## src/sv/jtdm_pkg.sv

```systemverilog
// Shared types and constants of the joystick tank drive mixer.
// No dependencies; the core and the testbench refer to it by scoped names.
package jtdm_pkg;

  typedef logic signed [7:0] power_t;

  localparam int unsigned CfgIndexWidth = 2;
  localparam int unsigned BurstLen = 16;
  localparam int unsigned ByteCountWidth = 4;

  localparam logic [CfgIndexWidth-1:0] RegDeadband = 2'd0;
  localparam logic [CfgIndexWidth-1:0] RegChangeThreshold = 2'd1;
  localparam logic [CfgIndexWidth-1:0] RegFirstDeviceId = 2'd2;
  localparam logic [CfgIndexWidth-1:0] RegSecondDeviceId = 2'd3;

  localparam logic [6:0] DeadbandReset = 7'd10;
  localparam logic [7:0] ChangeThresholdReset = 8'd2;
  localparam logic [7:0] FirstDeviceIdReset = 8'd1;
  localparam logic [7:0] SecondDeviceIdReset = 8'd2;

  localparam logic [7:0] MotorCmd = 8'd4;

  localparam logic [1:0] FieldDevice = 2'd0;
  localparam logic [1:0] FieldCmd = 2'd1;
  localparam logic [1:0] FieldMotor = 2'd2;
  localparam logic [1:0] FieldPower = 2'd3;

endpackage

```

## src/sv/joystick_tank_drive_mixer_core.sv

```systemverilog
// Joystick tank drive mixer: sample register, quadrant mix, deadband, change test
// and a sixteen-byte command serializer. Depends on jtdm_pkg.
//
// Usage:
//   Sample channel: stick_x, stick_y with sample_valid / sample_stall. A request is
//   taken when sample_valid is high and sample_stall is low.
//   Byte channel: tx_byte, last_byte with byte_valid / byte_stall. A burst is sixteen
//   bytes, one per cycle while not stalled; last_byte marks the sixteenth.
//   Config channel: cfg_valid / cfg_ready with cfg_index and cfg_data; cfg_ready is
//   always high. Write only while the block is idle.
// Order: a sample is registered, then mixed in the next cycle; when it moves on and
//   sends, the busy register is set and its first byte is valid while busy is high.
// Throughput: a burst holds the serializer until its last byte is accepted; a sample
//   that would also send waits in the input register and moves on with that byte.
//   Samples that send nothing pass at one per cycle, even during a burst.
// Reset (rst, synchronous): registers return to deadband 10, threshold 2, devices
//   1 and 2; previous powers clear to zero; no burst is pending.
// A stalled byte holds; the serializer stops, and so does the sample register if its sample would send.
module joystick_tank_drive_mixer_core (
  input  logic       clk,
  input  logic       rst,
  input  logic       sample_valid,
  output logic       sample_stall,
  input  logic [7:0] stick_x,
  input  logic [7:0] stick_y,
  output logic       byte_valid,
  input  logic       byte_stall,
  output logic [7:0] tx_byte,
  output logic       last_byte,
  input  logic       cfg_valid,
  output logic       cfg_ready,
  input  logic [jtdm_pkg::CfgIndexWidth-1:0] cfg_index,
  input  logic [7:0] cfg_data
);

  logic [6:0] deadband;
  logic [7:0] change_threshold;
  logic [7:0] first_device_id;
  logic [7:0] second_device_id;

  logic s1_valid;
  logic signed [7:0] x_r;
  logic signed [7:0] y_r;

  jtdm_pkg::power_t prev_left_power;
  jtdm_pkg::power_t prev_right_power;

  logic busy;
  logic [jtdm_pkg::ByteCountWidth-1:0] cnt;
  jtdm_pkg::power_t burst_e0;
  jtdm_pkg::power_t burst_e1;

  logic signed [9:0] mix0, mix1;
  jtdm_pkg::power_t e0, e1;
  logic send;
  logic burst_done;
  logic s1_advance;

  function automatic jtdm_pkg::power_t sat8(input logic signed [9:0] v);
    if (v > 10'sd127) begin
      return 8'sh7f;
    end else if (v < -10'sd128) begin
      return 8'sh80;
    end
    return v[7:0];
  endfunction

  function automatic jtdm_pkg::power_t dead(input jtdm_pkg::power_t v,
                                            input logic [6:0] db);
    logic signed [8:0] v9;
    logic signed [8:0] db9;
    v9 = {v[7], v};
    db9 = {2'b00, db};
    if ((v9 > -db9) && (v9 < db9)) begin
      return 8'sd0;
    end
    return v;
  endfunction

  function automatic logic moved(input jtdm_pkg::power_t a, input jtdm_pkg::power_t b,
                                 input logic [7:0] th);
    logic signed [9:0] d;
    logic [8:0] mag;
    d = {{2{a[7]}}, a} - {{2{b[7]}}, b};
    mag = d[9] ? 9'(-d) : d[8:0];
    return mag > {1'b0, th};
  endfunction

  always_comb begin
    logic signed [9:0] x10, y10;
    x10 = {{2{x_r[7]}}, x_r};
    y10 = {{2{y_r[7]}}, y_r};
    if (!y_r[7]) begin
      if (!x_r[7]) begin
        mix0 = y10;
        mix1 = y10 - x10;
      end else begin
        mix0 = y10 + x10;
        mix1 = y10;
      end
    end else begin
      if (!x_r[7]) begin
        mix0 = y10;
        mix1 = y10 + x10;
      end else begin
        mix0 = y10 - x10;
        mix1 = y10;
      end
    end
  end

  assign e0 = dead(sat8(mix0), deadband);
  assign e1 = dead(sat8(mix1), deadband);
  assign send = moved(prev_left_power, e0, change_threshold)
             || moved(prev_right_power, e1, change_threshold);

  assign burst_done = busy && !byte_stall
                   && (cnt == jtdm_pkg::ByteCountWidth'(jtdm_pkg::BurstLen - 1));
  assign s1_advance = s1_valid && (!busy || burst_done || !send);
  assign sample_stall = s1_valid && !s1_advance;
  assign cfg_ready = 1'b1;

  always_ff @(posedge clk) begin
    if (rst) begin
      deadband <= jtdm_pkg::DeadbandReset;
      change_threshold <= jtdm_pkg::ChangeThresholdReset;
      first_device_id <= jtdm_pkg::FirstDeviceIdReset;
      second_device_id <= jtdm_pkg::SecondDeviceIdReset;
    end else if (cfg_valid && cfg_ready) begin
      unique case (cfg_index)
        jtdm_pkg::RegDeadband: deadband <= cfg_data[6:0];
        jtdm_pkg::RegChangeThreshold: change_threshold <= cfg_data;
        jtdm_pkg::RegFirstDeviceId: first_device_id <= cfg_data;
        jtdm_pkg::RegSecondDeviceId: second_device_id <= cfg_data;
        default: ;
      endcase
    end
  end

  always_ff @(posedge clk) begin
    if (rst) begin
      s1_valid <= 1'b0;
    end else if (sample_valid && !sample_stall) begin
      s1_valid <= 1'b1;
    end else if (s1_advance) begin
      s1_valid <= 1'b0;
    end
  end

  always_ff @(posedge clk) begin
    if (sample_valid && !sample_stall) begin
      x_r <= stick_x;
      y_r <= stick_y;
    end
  end

  always_ff @(posedge clk) begin
    if (rst) begin
      prev_left_power <= '0;
      prev_right_power <= '0;
      busy <= 1'b0;
      cnt <= '0;
    end else begin
      if (s1_advance) begin
        prev_left_power <= e0;
        prev_right_power <= e1;
      end
      if (s1_advance && send) begin
        busy <= 1'b1;
        cnt <= '0;
      end else begin
        if (busy && !byte_stall) begin
          cnt <= cnt + 1'b1;
        end
        if (burst_done) begin
          busy <= 1'b0;
        end
      end
    end
  end

  always_ff @(posedge clk) begin
    if (s1_advance && send) begin
      burst_e0 <= e0;
      burst_e1 <= e1;
    end
  end

  always_comb begin
    unique case (cnt[1:0])
      jtdm_pkg::FieldDevice: tx_byte = cnt[3] ? second_device_id : first_device_id;
      jtdm_pkg::FieldCmd: tx_byte = jtdm_pkg::MotorCmd;
      jtdm_pkg::FieldMotor: tx_byte = {7'd0, cnt[2]};
      jtdm_pkg::FieldPower: tx_byte = cnt[2] ? burst_e1 : burst_e0;
      default: tx_byte = '0;
    endcase
  end

  assign byte_valid = busy;
  assign last_byte = (cnt == jtdm_pkg::ByteCountWidth'(jtdm_pkg::BurstLen - 1));

endmodule

```

## config.mk

```make
export PLATFORM = sky130hd
export DESIGN_NAME = joystick_tank_drive_mixer_core
export DESIGN_NICKNAME = d
export VERILOG_FILES = /design/src/sv/jtdm_pkg.sv /design/src/sv/joystick_tank_drive_mixer_core.sv
export SDC_FILE = /design/constraint.sdc
export NUM_CORES = 1
export LEC_CHECK = 0
export BUFFER_PORTS_ARGS = -buffer_cell sky130_fd_sc_hd__buf_4
export CAP_MARGIN = 20
export CORE_MARGIN = 1
export CORE_UTILIZATION = 63
export CTS_CLUSTER_SIZE = 25
export DETAILED_ROUTE_END_ITERATION = 12
export HOLD_SLACK_MARGIN = 0.08
export PLACE_DENSITY = 0.82
export SLEW_MARGIN = 20
export SYNTH_ARGS = -nofsm -noshare
export SYNTH_HDL_FRONTEND = slang
export SYNTH_SLANG_ARGS = --single-unit
```

## constraint.sdc

```tcl
create_clock -name clk -period 11.1 [get_ports clk]
set_input_delay 1.11 -clock clk [delete_from_list [all_inputs] [get_ports clk]]
set_output_delay 1.11 -clock clk [all_outputs]
set_load 0.01 [all_outputs]
```

Word-level counts from Yosys, hierarchy flattened
Index checks and enable logic that the tools add are counted.
{"block": "op_classes", "n_addsub": 8, "magnitude_cmp": 10, "eq_ne": 7, "muxes": 31, "reduce_logical": 25}
{"op": "8-bit 2-to-1 mux", "count": 12}
{"op": "10-bit 2-to-1 mux", "count": 6}
{"op": "8-bit case mux with 4 select lines", "count": 1}
{"op": "8-bit by 8-bit subtractor with 9-bit output", "count": 3}
{"op": "10-bit by 8-bit greater-than comparator with 1-bit output (second input constant)", "count": 2}
{"op": "10-bit by 8-bit less-than comparator with 1-bit output (second input constant)", "count": 2}
{"op": "8-bit by 9-bit greater-than comparator with 1-bit output", "count": 2}
{"op": "9-bit by 8-bit greater-than comparator with 1-bit output", "count": 2}
{"op": "9-bit 2-to-1 mux", "count": 2}
{"op": "9-bit negator", "count": 2}
{"op": "8-bit less-than comparator", "count": 2}
{"op": "1-bit 2-to-1 mux", "count": 10}
{"op": "8-bit by 8-bit adder with 9-bit output", "count": 1}
{"op": "7-bit negator with 9-bit output", "count": 1}
{"op": "2-bit == test (second input constant)", "count": 4}
{"op": "1-bit logical AND", "count": 8}
{"op": "2-bit AND reduction", "count": 4}
{"op": "1-bit logical NOT", "count": 5}
{"op": "4-bit by 1-bit adder with 4-bit output (second input constant)", "count": 1}
{"op": "2-bit by 1-bit == test with 1-bit output (second input constant)", "count": 2}
{"op": "4-bit == test (second input constant)", "count": 1}
{"op": "2-bit logical NOT", "count": 2}
{"op": "2-bit nonzero test", "count": 2}
{"op": "1-bit logical OR", "count": 3}
{"op": "2-bit OR reduction", "count": 1}
{"block": "totals", "regBits": 85, "inputBits": 31, "out_inout_bits": 12, "word_cells": 94}

Logic depth before layout (Yosys ltp)
{"block": "depth", "depth_word": 24, "mapped_depth": 39, "mapped_depth_nobuf": 37}

Worst setup path before layout
Ideal clock, no wire load.
{"block": "synth_path", "kind": "register to output", "from": "register x_r[7]", "to": "output sample_stall", "t_arrival_ns": 7.350, "required_ns": 9.990, "path_slack_ns": 2.640, "path_stages_with_launch": 36, "path_buffers": 2, "cell_sequence": "edfxtp_1 -> inv_1 -> ha_1 -> buf_2 -> or3_1 -> a211oi_1 -> o32ai_1 -> a21oi_4 -> maj3_2 -> inv_1 -> ha_1 -> nand4_1 -> or2_2 -> o211ai_1 -> o21ai_0 -> nor2_1 -> nor2_4 -> buf_2 -> nor2_1 -> ha_1 -> inv_1 -> fa_1 -> a211oi_2 -> nor2_1 -> xor2_1 -> a2111oi_1 -> nor2_1 -> xnor2_1 -> ha_1 -> a21oi_1 -> nor2b_1 -> a2111oi_0 -> a211o_1 -> o21ai_1 -> o31ai_2 -> nor2_1"}
{"block": "synth_between", "elab_chain_len": 21, "word_cells_on_any_way": 44, "cone_classes": "add/sub (6); order compare (10); mux (20); reduce/logical (8)"}
{"item": "start, declared", "line_no": "joystick_tank_drive_mixer_core.sv:42", "source": "logic signed [7:0] x_r;"}
{"item": "start signal, assigned", "line_no": "joystick_tank_drive_mixer_core.sv:152", "source": "x_r <= stick_x;"}
{"item": "8-bit by 8-bit adder with 9-bit output or 8-bit by 8-bit subtractor with 9-bit output (tied branches)", "line_no": "joystick_tank_drive_mixer_core.sv:98, joystick_tank_drive_mixer_core.sv:106"}
{"item": "10-bit 2-to-1 mux, on equally long branches", "line_no": "joystick_tank_drive_mixer_core.sv:94, joystick_tank_drive_mixer_core.sv:102"}
{"item": "10-bit 2-to-1 mux (*)", "line_no": "joystick_tank_drive_mixer_core.sv:93", "source": "if (!y_r[7]) begin"}
{"item": "10-bit by 8-bit less-than comparator with 1-bit output", "line_no": "joystick_tank_drive_mixer_core.sv:62", "source": "end else if (v < -10'sd128) begin"}
{"item": "1-bit 2-to-1 mux", "line_no": "joystick_tank_drive_mixer_core.sv:62"}
{"item": "1-bit 2-to-1 mux", "line_no": "joystick_tank_drive_mixer_core.sv:60", "source": "if (v > 10'sd127) begin"}
{"item": "8-bit 2-to-1 mux (*)", "line_no": "joystick_tank_drive_mixer_core.sv:65", "source": "return v[7:0];"}
{"item": "8-bit by 9-bit greater-than comparator with 1-bit output or 8-bit less-than comparator (tied branches)", "line_no": "joystick_tank_drive_mixer_core.sv:74", "source": "if ((v9 > -db9) && (v9 < db9)) begin"}
{"item": "[3 not listed]"}
{"item": "named net e0[0]", "line_no": "joystick_tank_drive_mixer_core.sv:54", "source": "jtdm_pkg::power_t e0, e1;"}
{"item": "[2 not listed]"}
{"item": "9-bit 2-to-1 mux (*)", "line_no": "joystick_tank_drive_mixer_core.sv:85", "source": "mag = d[9] ? 9'(-d) : d[8:0];"}
{"item": "9-bit by 8-bit greater-than comparator with 1-bit output (*)", "line_no": "joystick_tank_drive_mixer_core.sv:86", "source": "return mag > {1'b0, th};"}
{"item": "1-bit logical OR (*)", "line_no": "joystick_tank_drive_mixer_core.sv:115", "source": "|| moved(prev_right_power, e1, change_threshold);"}
{"item": "1-bit logical NOT (*)", "line_no": "joystick_tank_drive_mixer_core.sv:119", "source": "assign s1_advance = s1_valid && (!busy || burst_done || !send);"}
{"item": "1-bit logical OR (*)", "line_no": "joystick_tank_drive_mixer_core.sv:119"}
{"item": "1-bit logical AND (*)", "line_no": "joystick_tank_drive_mixer_core.sv:119"}
{"item": "1-bit logical NOT (*)", "line_no": "joystick_tank_drive_mixer_core.sv:120", "source": "assign sample_stall = s1_valid && !s1_advance;"}
{"item": "1-bit logical AND (*)", "line_no": "joystick_tank_drive_mixer_core.sv:120"}
{"item": "end, declared", "line_no": "joystick_tank_drive_mixer_core.sv:23", "source": "output logic sample_stall,"}
The timed path passes the listed nets; every way through them passes the cells marked *.

Final worst setup path
{"block": "layout_path", "from": "register x_r[7]", "to": "output sample_stall"}
{"block": "layout_between", "elab_chain_len": 21, "word_cells_on_any_way": 44, "cone_classes": "add/sub (6); order compare (10); mux (20); reduce/logical (8)"}
{"item": "8-bit by 8-bit subtractor with 9-bit output or 8-bit by 8-bit adder with 9-bit output (tied branches)", "line_no": "joystick_tank_drive_mixer_core.sv:96, joystick_tank_drive_mixer_core.sv:104"}
{"item": "10-bit 2-to-1 mux, on equally long branches", "line_no": "joystick_tank_drive_mixer_core.sv:94, joystick_tank_drive_mixer_core.sv:102"}
{"item": "10-bit 2-to-1 mux (*)", "line_no": "joystick_tank_drive_mixer_core.sv:93"}
{"item": "10-bit by 8-bit less-than comparator with 1-bit output", "line_no": "joystick_tank_drive_mixer_core.sv:62"}
{"item": "1-bit 2-to-1 mux", "line_no": "joystick_tank_drive_mixer_core.sv:62"}
{"item": "1-bit 2-to-1 mux", "line_no": "joystick_tank_drive_mixer_core.sv:60"}
{"item": "8-bit 2-to-1 mux (*)", "line_no": "joystick_tank_drive_mixer_core.sv:65"}
{"item": "8-bit by 9-bit greater-than comparator with 1-bit output or 8-bit less-than comparator (tied branches)", "line_no": "joystick_tank_drive_mixer_core.sv:74"}
{"item": "[3 not listed]"}
{"item": "named net e1[0]", "line_no": "joystick_tank_drive_mixer_core.sv:54"}
{"item": "[2 not listed]"}
{"item": "9-bit 2-to-1 mux (*)", "line_no": "joystick_tank_drive_mixer_core.sv:85"}
{"item": "9-bit by 8-bit greater-than comparator with 1-bit output (*)", "line_no": "joystick_tank_drive_mixer_core.sv:86"}
{"item": "1-bit logical OR (*)", "line_no": "joystick_tank_drive_mixer_core.sv:115"}
{"item": "1-bit logical NOT (*)", "line_no": "joystick_tank_drive_mixer_core.sv:119"}
{"item": "1-bit logical OR (*)", "line_no": "joystick_tank_drive_mixer_core.sv:119"}
{"item": "1-bit logical AND (*)", "line_no": "joystick_tank_drive_mixer_core.sv:119"}
{"item": "1-bit logical NOT (*)", "line_no": "joystick_tank_drive_mixer_core.sv:120"}
{"item": "1-bit logical AND (*)", "line_no": "joystick_tank_drive_mixer_core.sv:120"}
Marks and branches as above.

==> flow_metrics.tcl <==
set metrics [dict create \
    ys_types 85 \
    cts_max_path_buffers 2 \
    antenna_left 0 \
    whs_path_depth 2 \
    numClockSinks 85 \
    cts_hold_buf 0 \
    avgSynthCellArea_um2 8.58 \
    grt_max_degree 55 \
    hold_end "second_device_id[2]$_SDFFE_PP0P_" \
    hold_viol_final 0 \
    vias_per_cell 6.56 \
    cp_slowest_cell "ha_2" \
    slew_viol_final 0 \
    drcViolationCount 4 \
    path_class "reg -> out" \
    syn-num-nets 1004 \
    die-area_um2 12500 \
    crit_path_frequent_cell "nor2_1" \
    drt-wirelength-per-cell_um 19.1 \
    portBuffers 41 \
    synth-edff-count 32 \
    period_needed_ns 10.55 \
    htree_levels 3 \
    yosys.area.top_type_share_pct 14.2 \
    finalCritPeriodShare_pct 95.0 \
    skew_ns 0.0106 \
    multi_input_area_um2 5140 \
    clkLatencyLatePin_ns 0.36 \
    finalWeightedCongestion 0.984 \
    pre_cts_ws_ns 0.908 \
    finalNetCount 1021 \
    ys_seq_area_share_pct 26.7 \
    clk_pin_slew_ns 0.07 \
    grt_pass1_wl_um 32400 \
    gr-total-overflow 0 \
    dr_total_vias 6878 \
    cts_tree "built" \
    crit_path_start_kind "register" \
    area_delta_synth_final_pct 8.41 \
    initialDrtViolationCount 650 \
    tightest_slew_ns 0.849 \
    seqCellArea_um2 2020 \
    core_um2 11600 \
    synthTopCellsByArea "ha_1, dfxtp_1, edfxtp_1, nand2_1, nor2_1" \
    fin_ws_ns 0.552 \
    hp-class "reg -> reg" \
    antenna_found_initial 0 \
    die_width_um 112 \
    drt_wl_total_um 20100 \
    ios 43 \
    required_ns 9.99 \
    cp_slowest_stage_delay_ns 0.55 \
    grt_use_total_pct 32.6 \
    final_common_cell "ha_1" \
    netlist_area_um2 7570 \
    r2r_cells 36 \
    die_h_um 112 \
    r2r-start "x_r[7]$_DFFE_PP_" \
    clock_tree.root_cell "clkbuf_16" \
    yosys_warnings 0 \
    worstHoldStart "second_device_id[2]$_SDFFE_PP0P_" \
    status "finished, violations left" \
    grt_pass1_vias 6624 \
    synthArstFlopShare_pct 0 \
    worstSetupEndpointType "primary output" \
    layout_common_cells "ha_1, nand2_1, nor2_1, inv_1, dfxtp_1" \
    netlist_instances 883 \
    row_count 39 \
    cp.arrival_ns 9.44 \
    post-synth-top-area-cell "ha_1" \
    tns_ns 0 \
    ys_seq_elements 85 \
    diodes 0 \
    synth_ff_type "dfxtp_1" \
    cts_buffers 9 \
    firstDrtPassIters 10 \
    drive_gt1_share_pct 13.1 \
    max_freq_ghz 0.0948 \
    nFillCells 899 \
    rsz0062_at_grt "false" \
    initial_core_util_pct 65.5 \
    r2r_end "y_r[4]$_DFFE_PP_" \
    maxCapViolCount 0 \
    setup_viol 0 \
    max-slew-margin-rel_pct 43.4 \
    violations "design-rule violations" \
    critPathMaxFanout 33 \
    r2r_setup_slack_ns 1.15 \
    hpwlAfterDp_um 15400 \
]
-- cell type report --
class                           count  share of cell area (%)
Clock buffer                        9                    2.74
Inverter                           58                    2.65
Clock inverter                      7                   0.914
Sequential cell                    85                    24.6
Multi-Input combinational cell    700                    62.6
Tap cell                          143                    2.18
Timing Repair Buffer               46                    4.25
-- kinds of logic (layout without fill, tap and decap cells) --
group	after synthesis	after routing	share of synthesized area [%]
adder cells (fa/ha/maj)	102	102	17.0
AO/OA/AOI/OAI	228	228	22.6
multiplexers	31	31	4.21
buffers and inverters	98	120	5.55
AND/OR/NAND/NOR	302	302	19.7
flip-flops	85	85	26.7
XOR/XNOR	36	36	4.16
other	1	1	0.0495
-- cell usage after synthesis, types with 13 or more instances --
cell and number:
ha_1 86, nand2_1 84, nor2_1 77, inv_1 55
dfxtp_1 53, a21oi_1 52, o21ai_0 33, edfxtp_1 32
nor2b_1 30, mux2i_1 24, xnor2_1 24, nand3_1 22
clkbuf_1 20, nor3_1 16, nand2b_1 13, o211ai_1 13
-- worst max path at each step --
stage	from	end	slack, ns	cells after the start
global route	x_r[7]$_DFFE_PP_	sample_stall	0.02	37
CTS	y_r[7]$_DFFE_PP_	sample_stall	0.44	35
finish	x_r[7]$_DFFE_PP_	sample_stall	0.55	37
global placement	y_r[7]$_DFFE_PP_	sample_stall	1.17	34
floorplan	x_r[7]$_DFFE_PP_	sample_stall	2.64	35
detailed placement	y_r[7]$_DFFE_PP_	sample_stall	0.91	35
-- layer usage --
layer	part of all wire (%)	vias up	GRT usage (%)
met5	0	-	0
met4	5.5	0	19.6
met3	6.1	66	4.19
met2	48	306	55.2
met1	40	3257	39.6
li1	-	3249	-
-- timing repair --
action	CTS	global route
setup endpoints to repair	0	1
gates resized for setup	0	2
buffers inserted	0	1
-- critical path, delay by kind of cell, from the launching register on --
family,cells,cell delay (ns)
buf+inv,7,1.32
simple gates,9,2.12
fa+ha+maj,5,1.81
flops,1,0.32
xor+xnor,1,0.14
compound gates,15,3.34
-- metrics by stage --
stage,utilization (%),hold WS (ns),cell area [µm²],cells
final,71.0,0.455,8210,1048
after global routing,71.0,0.473,8210,1048
after CTS,70.8,0.458,8190,1047
after detailed placement,68.2,0.447,7890,1031
after global placement,68.2,0.440,7890,1031
after floorplan,-,0.433,7570,883
Power is not shown: default switching activity piles up to over one toggle a cycle in this logic, so the estimate is an artifact.
